<file path="src/lps_pkg.sv">
// ---------------------------------------------------------------------------
// lps_pkg : shared definitions for the line pixel stepper
// Operation codes, default coordinate width and the control structs passed
// between the top level and the line core.
// ---------------------------------------------------------------------------
`default_nettype none

package lps_pkg;

  localparam int COORD_BITS_DEF = 16;

  typedef enum logic [0:0] {
    OP_START = 1'b0,
    OP_STEP  = 1'b1
  } op_t;

  // command from the item register into the line core
  typedef struct packed {
    logic fire;
    op_t  op;
  } cmd_t;

  // status from the line core
  typedef struct packed {
    logic produce;  // the presented item yields a pixel
    logic active;   // pixels remain on the current line
  } stat_t;

endpackage

`default_nettype wire

</file>
<file path="src/lps_core.sv">
// ---------------------------------------------------------------------------
// lps_core : line state and combinational step logic
// Holds the current pixel, target, spans and the running cross-product error,
// and works out the next pixel for a start or step command in one pass.
// ---------------------------------------------------------------------------
`default_nettype none

module lps_core #(
  parameter int COORD_BITS = lps_pkg::COORD_BITS_DEF
) (
  input  wire logic                         clk,
  input  wire logic                         rst_n,
  input  wire lps_pkg::cmd_t                cmd,
  input  wire logic signed [COORD_BITS-1:0] x_start,
  input  wire logic signed [COORD_BITS-1:0] y_start,
  input  wire logic signed [COORD_BITS-1:0] x_end,
  input  wire logic signed [COORD_BITS-1:0] y_end,
  output logic signed [COORD_BITS-1:0]      pixel_x,
  output logic signed [COORD_BITS-1:0]      pixel_y,
  output logic                              last,
  output lps_pkg::stat_t                    stat
);

  localparam int SW = COORD_BITS + 1;  // span width
  localparam int EW = COORD_BITS + 2;  // error register width
  localparam int TW = COORD_BITS + 3;  // error candidate width

  logic signed [COORD_BITS-1:0] cur_x_r, cur_y_r, tgt_x_r, tgt_y_r;
  logic signed [COORD_BITS-1:0] cur_x_nxt, cur_y_nxt, tgt_x_nxt, tgt_y_nxt;
  logic signed [SW-1:0]         span_x_r, span_y_r, span_x_nxt, span_y_nxt;
  logic signed [EW-1:0]         err_r, err_nxt;
  logic                         active_r;

  logic signed [COORD_BITS-1:0] x1, y1, x2, y2;
  logic signed [SW-1:0]         sx_new, sy_new;
  logic signed [TW-1:0]         sx_ext, sy_ext, err_ext, a_term, b_term, ex_v, ey_v;
  logic [TW-1:0]                ex_mag, ey_mag;
  logic                         sx_neg, sx_zero, sy_neg, sy_zero, take_x;
  logic [COORD_BITS-1:0]        dx, dy;

  // order endpoints of axis-aligned lines from smaller to larger
  always_comb begin
    x1 = x_start;
    y1 = y_start;
    x2 = x_end;
    y2 = y_end;
    if (x_start == x_end) begin
      if (y_start > y_end) begin
        y1 = y_end;
        y2 = y_start;
      end
    end else if (y_start == y_end) begin
      if (x_start > x_end) begin
        x1 = x_end;
        x2 = x_start;
      end
    end
  end

  assign sx_new = {x2[COORD_BITS-1], x2} - {x1[COORD_BITS-1], x1};
  assign sy_new = {y2[COORD_BITS-1], y2} - {y1[COORD_BITS-1], y1};

  // error E = offset_x*span_y - offset_y*span_x, kept incrementally:
  // an x step adds sgn(sx)*sy, a y step subtracts sgn(sy)*sx
  assign sx_neg  = span_x_r[SW-1];
  assign sy_neg  = span_y_r[SW-1];
  assign sx_zero = (span_x_r == '0);
  assign sy_zero = (span_y_r == '0);
  assign sx_ext  = TW'(span_x_r);
  assign sy_ext  = TW'(span_y_r);
  assign err_ext = TW'(err_r);

  assign a_term = sx_zero ? '0 : (sx_neg ? -sy_ext : sy_ext);
  assign b_term = sy_zero ? '0 : (sy_neg ? -sx_ext : sx_ext);
  assign ex_v   = err_ext + a_term;
  assign ey_v   = err_ext - b_term;
  assign ex_mag = ex_v[TW-1] ? (~ex_v + 1'b1) : ex_v;
  assign ey_mag = ey_v[TW-1] ? (~ey_v + 1'b1) : ey_v;

  // horizontal lines always step x; on a tie step y
  assign take_x = sy_zero || (ex_mag < ey_mag);
  assign dx     = (sx_neg && !sy_zero) ? '1 : COORD_BITS'(1);
  assign dy     = sy_neg ? '1 : COORD_BITS'(1);

  always_comb begin
    cur_x_nxt  = cur_x_r;
    cur_y_nxt  = cur_y_r;
    tgt_x_nxt  = tgt_x_r;
    tgt_y_nxt  = tgt_y_r;
    span_x_nxt = span_x_r;
    span_y_nxt = span_y_r;
    err_nxt    = err_r;
    unique case (cmd.op)
      lps_pkg::OP_START: begin
        cur_x_nxt  = x1;
        cur_y_nxt  = y1;
        tgt_x_nxt  = x2;
        tgt_y_nxt  = y2;
        span_x_nxt = sx_new;
        span_y_nxt = sy_new;
        err_nxt    = '0;
      end
      lps_pkg::OP_STEP: begin
        if (take_x) begin
          cur_x_nxt = cur_x_r + dx;
          err_nxt   = EW'(ex_v);
        end else begin
          cur_y_nxt = cur_y_r + dy;
          err_nxt   = EW'(ey_v);
        end
      end
      default: begin
        err_nxt = err_r;
      end
    endcase
  end

  assign pixel_x      = cur_x_nxt;
  assign pixel_y      = cur_y_nxt;
  assign last         = (cur_x_nxt == tgt_x_nxt) && (cur_y_nxt == tgt_y_nxt);
  assign stat.produce = (cmd.op == lps_pkg::OP_START) || active_r;
  assign stat.active  = active_r;

  always_ff @(posedge clk) begin
    if (!rst_n) begin
      cur_x_r  <= '0;
      cur_y_r  <= '0;
      tgt_x_r  <= '0;
      tgt_y_r  <= '0;
      span_x_r <= '0;
      span_y_r <= '0;
      err_r    <= '0;
      active_r <= 1'b0;
    end else if (cmd.fire && stat.produce) begin
      cur_x_r  <= cur_x_nxt;
      cur_y_r  <= cur_y_nxt;
      tgt_x_r  <= tgt_x_nxt;
      tgt_y_r  <= tgt_y_nxt;
      span_x_r <= span_x_nxt;
      span_y_r <= span_y_nxt;
      err_r    <= err_nxt;
      active_r <= !last;
    end
  end

endmodule

`default_nettype wire

</file>
<file path="src/line_pixel_stepper.sv">
// ---------------------------------------------------------------------------
// line_pixel_stepper : 4-connected line rasteriser
// Walks a line between two endpoints and returns one pixel per start and per step on a line in progress.
// ---------------------------------------------------------------------------
// Usage:
//   in_*  : command stream. tuser = operation (start or step), tdata holds
//           x_start, y_start, x_end, y_end; the endpoints matter on start only.
//   out_* : pixel stream. tdata holds pixel_x, pixel_y; tlast marks the final
//           endpoint of the line.
//   A start transfer latches the endpoints and yields the first pixel; each
//   step transfer yields the next one. A step with no line in progress is
//   consumed and yields nothing. A start during a line abandons it.
//   An input transfer is held in the command register, then passes through the
//   step logic into the output register, which raises out_tvalid.
//   Throughput is one command per cycle while out_tready is high; the step is
//   a single add, abs and compare on the running cross-product error, so no
//   item waits on another. When the receiver stalls the output register holds
//   its pixel and the command register fills, after which in_tready drops;
//   steps on an idle line still drain.
//   Reset (rst_n low, synchronous) empties both registers and leaves the
//   stepper idle with all line state at zero.
// ---------------------------------------------------------------------------
`default_nettype none

module line_pixel_stepper #(
  parameter  int COORD_BITS  = lps_pkg::COORD_BITS_DEF,
  localparam int IN_DATA_W   = ((4 * COORD_BITS + 7) / 8) * 8,
  localparam int OUT_DATA_W  = ((2 * COORD_BITS + 7) / 8) * 8
) (
  input  wire logic                  clk,
  input  wire logic                  rst_n,
  input  wire logic                  in_tvalid,
  output logic                       in_tready,
  input  wire logic [IN_DATA_W-1:0]  in_tdata,   // x_start, y_start, x_end, y_end
  input  wire logic                  in_tuser,   // operation
  output logic                       out_tvalid,
  input  wire logic                  out_tready,
  output logic [OUT_DATA_W-1:0]      out_tdata,  // pixel_x, pixel_y
  output logic                       out_tlast
);

  localparam int CB = COORD_BITS;

  // command register
  logic                 cmd_valid_r, cmd_valid_nxt;
  lps_pkg::op_t         op_r;
  logic signed [CB-1:0] xs_r, ys_r, xe_r, ye_r;

  // output register
  logic                  out_valid_r, out_valid_nxt;
  logic [OUT_DATA_W-1:0] out_data_r;
  logic                  out_last_r;

  lps_pkg::cmd_t        cmd;
  lps_pkg::stat_t       stat;
  logic signed [CB-1:0] pix_x, pix_y;
  logic                 pix_last;
  logic                 in_xfer, out_free, fire;

  assign in_xfer  = in_tvalid && in_tready;
  assign out_free = !out_valid_r || out_tready;
  // an idle step needs no room in the output register
  assign fire      = cmd_valid_r && (out_free || !stat.produce);
  assign in_tready = !cmd_valid_r || fire;

  assign cmd.fire = fire;
  assign cmd.op   = op_r;

  lps_core #(
    .COORD_BITS(COORD_BITS)
  ) u_core (
    .clk     (clk),
    .rst_n   (rst_n),
    .cmd     (cmd),
    .x_start (xs_r),
    .y_start (ys_r),
    .x_end   (xe_r),
    .y_end   (ye_r),
    .pixel_x (pix_x),
    .pixel_y (pix_y),
    .last    (pix_last),
    .stat    (stat)
  );

  always_comb begin
    cmd_valid_nxt = cmd_valid_r;
    if (in_xfer) begin
      cmd_valid_nxt = 1'b1;
    end else if (fire) begin
      cmd_valid_nxt = 1'b0;
    end
  end

  always_comb begin
    out_valid_nxt = out_valid_r;
    if (fire && stat.produce) begin
      out_valid_nxt = 1'b1;
    end else if (out_tready) begin
      out_valid_nxt = 1'b0;
    end
  end

  always_ff @(posedge clk) begin
    if (!rst_n) begin
      cmd_valid_r <= 1'b0;
      out_valid_r <= 1'b0;
    end else begin
      cmd_valid_r <= cmd_valid_nxt;
      out_valid_r <= out_valid_nxt;
    end
  end

  // payload: command on input transfer, pixel when one is produced; hold otherwise
  always_ff @(posedge clk) begin
    if (in_xfer) begin
      op_r <= lps_pkg::op_t'(in_tuser);
      xs_r <= in_tdata[CB-1:0];
      ys_r <= in_tdata[2*CB-1:CB];
      xe_r <= in_tdata[3*CB-1:2*CB];
      ye_r <= in_tdata[4*CB-1:3*CB];
    end
    if (fire && stat.produce) begin
      out_data_r <= OUT_DATA_W'({pix_y, pix_x});
      out_last_r <= pix_last;
    end
  end

  assign out_tvalid = out_valid_r;
  assign out_tdata  = out_data_r;
  assign out_tlast  = out_last_r;

  // a step on an idle line never stalls
  a_idle_step_drains : assert property (
    @(posedge clk) disable iff (!rst_n)
    (cmd_valid_r && !stat.produce) |-> fire
  ) else $error("idle step held in command register");

  // the final pixel of a line leaves the stepper idle
  a_last_goes_idle : assert property (
    @(posedge clk) disable iff (!rst_n)
    (fire && stat.produce && pix_last) |=> !stat.active
  ) else $error("stepper still active after final pixel");

  // a produced pixel always lands in the output register
  a_pixel_loaded : assert property (
    @(posedge clk) disable iff (!rst_n)
    (fire && stat.produce) |=> out_valid_r
  ) else $error("pixel lost on its way to the output register");

  // a stalled command holds its contents
  a_cmd_hold : assert property (
    @(posedge clk) disable iff (!rst_n)
    (cmd_valid_r && !fire) |=> (cmd_valid_r && $stable(op_r) && $stable(xs_r)
                                && $stable(ye_r))
  ) else $error("stalled command changed");

endmodule

`default_nettype wire

</file>
<file path="config.mk">
export PLATFORM = sky130hd
export DESIGN_NAME = line_pixel_stepper
export DESIGN_NICKNAME = d
export VERILOG_FILES = /design/src/lps_pkg.sv /design/src/lps_core.sv /design/src/line_pixel_stepper.sv
export SDC_FILE = /design/constraint.sdc
export NUM_CORES = 1
export LEC_CHECK = 0
export ABC_AREA = 1
export BUFFER_PORTS_ARGS = -buffer_cell sky130_fd_sc_hd__buf_2
export CORE_UTILIZATION = 60
export DETAILED_ROUTE_END_ITERATION = 8
export GPL_ROUTABILITY_DRIVEN = 0
export PLACE_DENSITY_LB_ADDON = 0.15
export SETUP_SLACK_MARGIN = 0.15
export SYNTH_ARGS = -nofsm -noshare
export SYNTH_HDL_FRONTEND = slang
export SYNTH_HIERARCHICAL = 1
export SYNTH_SLANG_ARGS = --single-unit
export TNS_END_PERCENT = 1
</file>
<file path="constraint.sdc">
create_clock -name clk -period 9.2 [get_ports clk]
set_clock_uncertainty 0.15 [all_clocks]
set_input_delay 1.84 -clock clk [delete_from_list [all_inputs] [get_ports clk]]
set_output_delay 1.84 -clock clk [all_outputs]
set_load 0.05 [all_outputs]
</file>
# [Word-level counts from Yosys, hierarchy flattened]
# Cells that the tools add are included.
[totals] out_inout_bits=35 ff_bits=217 in_bits=69 word_cells=87
[classes] n_bitwise=3 n_eq_ne=4 addsub=10 mux=30 reduce_logical=20 n_lt_le_gt_ge=3
[op_table] cell="$mux 16" count=16
[op_table] cell="$mux 19" count=6
[op_table] cell="$eq 16x16->1" count=4
[op_table] cell="$pmux 16 s2" count=2
[op_table] cell="$add 19x1->19 const B" count=2
[op_table] cell="$neg 19->19" count=2
[op_table] cell="$not 19->19" count=2
[op_table] cell="$pmux 18 s2" count=1
[op_table] cell="$logic_not 17->1" count=2
[op_table] cell="$sub 16x16->17" count=2
[op_table] cell="$add 16x16->16" count=2
[op_table] cell="$gt 16x16->1" count=2
[op_table] cell="$add 18x19->19" count=1
[op_table] cell="$lt 19x19->1" count=1
[op_table] cell="$sub 18x19->19" count=1
[op_table] cell="$mux 18" count=1
[op_table] cell="$logic_and 1x1->1" count=5
[op_table] cell="$logic_not 1->1" count=5
[op_table] cell="$logic_or 1x1->1" count=5
[op_table] cell="$mux 1" count=4
[op_table] cell="$reduce_bool 2->1" count=2
[op_table] cell="$reduce_and 2->1" count=1
[op_table] cell="$not 1->1" count=1

# [Depth between registers and ports, before layout]
[depth] depth_word=14 ltp_mapped=56 mapped_depth_nobuf=54

# [Cells and area by module]
# The synthesis kept the hierarchy.
[by_module_without_submodules] mod="lps_core" seq_area_each_um2=2342.2 cells_each=2639 instances=1 area_each_um2=15082.0
[by_module_without_submodules] mod="line_pixel_stepper" seq_area_each_um2=2982.9 cells_each=117 instances=1 area_each_um2=3064.2

# [Worst setup path after synthesis]
# No wires, ideal clock.
[synth_path] path_kind="flip-flop to flip-flop" from="reg u_core.span_x_r[1]" to="reg u_core.active_r" setup_time_ns=0.109 required_time_ns=8.941 synth_period_minus_slack_ns=6.666 setup_slack_ns=2.534 path_stages_with_launch=54 t_arrival_ns=6.407 n_path_buf=4 cell_sequence="dfxtp_1 -> inv_1 -> ha_1 -> inv_1 -> nor3_1 -> inv_1 -> nor2_1 -> nand2_1 -> nor3_1 -> nand2_1 -> nor2_1 -> ha_1 -> clkbuf_1 -> buf_1 -> nor3_1 -> ha_1 -> nand2_1 -> or2_2 -> [... 18 more ...] -> a21oi_1 -> nand3_1 -> nand2_1 -> clkbuf_1 -> buf_1 -> nand2_1 -> o21ai_0 -> nand2_1 -> nand2_1 -> nand2_1 -> nand2_1 -> nand2_1 -> nor2_1 -> nand2_1 -> nor2_1 -> nand3_1 -> nand2_1 -> inv_1"
[synth_via] elab_chain_cells=14 elab_cells_between_ends=23 cone_classes="add/sub (5); order compare (1); eq/ne (2); mux (9); bitwise (2); reduce/logical (4)"
[synth_rtl] element="from (decl)" line_no="lps_core.sv:30" source="logic signed [SW-1:0] span_x_r, span_y_r, span_x_nxt, span_y_nxt;"
[synth_rtl] element="from (signal assigned)" line_no="lps_core.sv:139" source="span_x_r <= span_x_nxt;"
[synth_rtl] element="$neg 19->19" line_no="lps_core.sv:74" source="assign b_term = sy_zero ? '0 : (sy_neg ? -sx_ext : sx_ext);"
[synth_rtl] element="$mux 19 (2 in series)" line_no="lps_core.sv:74"
[synth_rtl] element="$sub 18x19->19" line_no="lps_core.sv:76" source="assign ey_v = err_ext - b_term;"
[synth_rtl] element="$not 19->19" line_no="lps_core.sv:78" source="assign ey_mag = ey_v[TW-1] ? (~ey_v + 1'b1) : ey_v;"
[synth_rtl] element="$add 19x1->19" line_no="lps_core.sv:78"
[synth_rtl] element="$mux 19" line_no="lps_core.sv:78"
[synth_rtl] element="$lt 19x19->1 (*)" line_no="lps_core.sv:81" source="assign take_x = sy_zero || (ex_mag < ey_mag);"
[synth_rtl] element="$logic_or 1x1->1 (*)" line_no="lps_core.sv:81"
[synth_rtl] element="$mux 16" line_no="lps_core.sv:104" source="if (take_x) begin"
[synth_rtl] element="$pmux 16 s2" line_no="lps_core.sv:93" source="unique case (cmd.op)"
[synth_rtl] element="$eq 16x16->1" line_no="lps_core.sv:120" source="assign last = (cur_x_nxt == tgt_x_nxt) && (cur_y_nxt == tgt_y_nxt);"
[synth_rtl] element="$logic_and 1x1->1 (*)" line_no="lps_core.sv:120"
[synth_rtl] element="$logic_not 1->1 (*)" line_no="lps_core.sv:142" source="active_r <= !last;"
[synth_rtl] element="to (signal assigned)" line_no="lps_core.sv:142"
[synth_rtl] element="to (decl)" line_no="lps_core.sv:32" source="logic active_r;"
# Every way passes the cells marked *; elsewhere a longest branch is shown, timed or not.
# A chain may end at the register's enable or synchronous reset.

# [Worst setup path after layout]
[layout_path] from="reg u_core.span_x_r[0]" to="reg u_core.active_r"
# The elaborated chain is that of the path after synthesis.

==> impl_metrics.tcl <==
set metrics [dict create \
    finalHoldViolCount 0 \
    cp-start-kind "flip-flop" \
    slowest_stage "inv_1" \
    initialDrtViolationCount 2300 \
    finalSetupViolCount 0 \
    htree_num_levels 1 \
    area_growth_pct 9.16 \
    pwr-share-clk_pct 30.3 \
    utilization_pct 66.6 \
    drc 0 \
    switching_share_pct 39.2 \
    status "finished, final reports clean" \
    clock.fmax_ghz 0.121 \
    period_share_pct 89.6 \
    dp_cells 3177 \
    whs_path_depth 2 \
    end_kind "flip-flop" \
    power_leakage_uw 0.0102 \
    final-seq-area_um2 5330 \
    min-delay-start "u_core/span_x_r[15]" \
    final.setup.tns_ps 0 \
    grt_pass1_vias 16483 \
    layout-drive-gt1-share_pct 8.43 \
    netlist_area_um2 18100 \
    wl_per_cell_um 16.7 \
    firstDrtPassIters 8 \
    via_per_inst 5.80 \
    antenna_found_initial 2 \
    clock-sinks 217 \
    start_util_pct 61.0 \
    root_buffer "clkbuf_16" \
    insertion_delay_ps 540 \
    drv_cap 0 \
    ir_drop_mv 0.166 \
    vias 18690 \
    fp.dieW_um 176 \
    yosysWarningCount 6 \
    cts_made_buffers 26 \
    multi_input_area_um2 11000 \
    hold_end "u_core/span_x_r[15]" \
    syn-num-nets 2952 \
    powerDensity_nw_per_um2 182 \
    cp.required_ps 9490 \
    rows 63 \
    pwr-share-comb_pct 38.9 \
    ctsLongestPathBuffers 3 \
    nNetsFinal 3012 \
    final_cells 3225 \
    routed_wl_mm 53.9 \
    critical_path_class "flip-flop to flip-flop" \
    boundaryPins 104 \
    syn_inst 2755 \
    num_antenna_cells 0 \
    fin_crit_ps 8240 \
    hold_class "flip-flop to flip-flop" \
    max_stage_delay_ps 510 \
    clk_pin_slew_ps 60 \
    p_sw_uw 1410 \
    cp_max_fo 19 \
    post_cts.repair.setup_buffers 0 \
    dpl.hpwl_mm 41.1 \
    die_h_um 176 \
    rr_startpoint "u_core/span_x_r[0]" \
    grt_usage_pct 34.6 \
    final_antenna_net_count 0 \
    overflow 0 \
    maxSlewHeadroom_pct 44.1 \
    drv_slew 0 \
    rsz0062_at_grt "no" \
    cts_tree "built" \
    arrival_ps 8530 \
    cpMostUsedCell "nand2_1" \
    grt_pass1_wl_mm 84.9 \
    grt_max_degree 78 \
    fill_cells 2668 \
    reg2reg_depth 49 \
    cts_resized 0 \
    worstSetupStartpoint "u_core/span_x_r[0]" \
    dieArea_um2 30900 \
    cts_hold_buf 0 \
    timing.rr.end "u_core/active_r" \
    io_buffers 103 \
    rrSetupSlack_ps 960 \
    syn_avg_cell_area_um2 6.58 \
    seqPwrFrac_pct 30.8 \
    worstMarginPinSlew_ps 839 \
    p_int_uw 2190 \
    core-area_um2 29700 \
]
layout by cell type (no fill, tap or decap), types with 5 or more instances in the layout:
master     count
nand2_1      856
inv_1        365
a21oi_1      223
o21ai_0      171
nand3_1      163
nor2_1       158
ha_1         123
dfxtp_1      119
buf_2        103
edfxtp_1      98
xor2_1        60
o21ai_1       39
nand4_1       39
nor3_1        36
o211ai_1      30
clkbuf_16     27
xnor2_1       27
buf_4         15
o21ai_2       15
inv_2         13
o21bai_1      12
nand2_2       11
a21o_1         9
nand3b_1       9
or2_2          9
nor3b_1        8
nor4_1         8
nor2_2         5
nand3_4        5
layer usage:
| metal | track usage (%) | vias to the layer above | part of all wire [%] |
|---|---|---|---|
| li1 | - | 9148 | - |
| met1 | 49.5 | 8560 | 44 |
| met2 | 53.3 | 865 | 43 |
| met3 | 6.13 | 115 | 10 |
| met4 | 9.20 | 2 | 2.6 |
| met5 | 0 | - | 0.035 |
critical path: cells and delay by family (launching register included):
kind | cells | cell delay (ps)
xor gates and xnor gates | 1 | 400
and+or+nand+nor | 35 | 4490
adders and majority gates | 4 | 1170
AOI/OAI and AO/OA | 1 | 230
buffers and inverters | 8 | 1330
DFF | 1 | 340
registers in the layout, summed over array words and instances (netlist names):
| register | cells |
|---|---|
| out_tvalid | 1 |
| ys_r | 16 |
| u_core/cur_x_r | 16 |
| xs_r | 16 |
| u_core/span_y_r | 17 |
| u_core/tgt_y_r | 16 |
| u_core/span_x_r | 17 |
| out_tdata | 32 |
| u_core/active_r | 1 |
| u_core/err_r | 18 |
| xe_r | 16 |
| cmd_valid_r | 1 |
| u_core/tgt_x_r | 16 |
| ye_r | 16 |
| op_r | 1 |
| u_core/cur_y_r | 16 |
| out_tlast | 1 |
stage by stage:
stage               worst slack, ps  hold slack (ps)  instance area (um2)  power (uW)
floorplan                      2530              295                18100        2150
global placement               1010              309                18900        2440
detailed placement              872              310                18900        2480
CTS                             832              319                19800        3560
global route                    196              350                19800        3810
finish                          957              318                19800        3590
how the worst max path moves through the flow:
stage | cells after the start | end
5_1_grt | 46 | u_core/active_r
6_report | 49 | u_core/active_r
2_1_floorplan | 53 | u_core/active_r
3_3_place_gp | 46 | u_core/active_r
4_1_cts | 46 | u_core/active_r
3_5_place_dp | 46 | u_core/active_r
power groups by stage:
stage	Sequential [uW]	Combinational, uW	Clock (uW)
after detailed placement	1130	1350	0
after global placement	1120	1310	0
after global routing	1110	1560	1140
after floorplan	1140	1010	0
after CTS	1110	1360	1100
final	1110	1400	1090
area by class of cell:
class,instances,share of cell area [%]
sequential,217,26.9
clock inverter,13,0.859
timing repair buffer,119,3.23
multi-input combinational,2070,55.6
clock buffer,35,3.73
inverter,381,7.24
tap,390,2.46
Note: power is estimated with default switching activity, not from simulation.
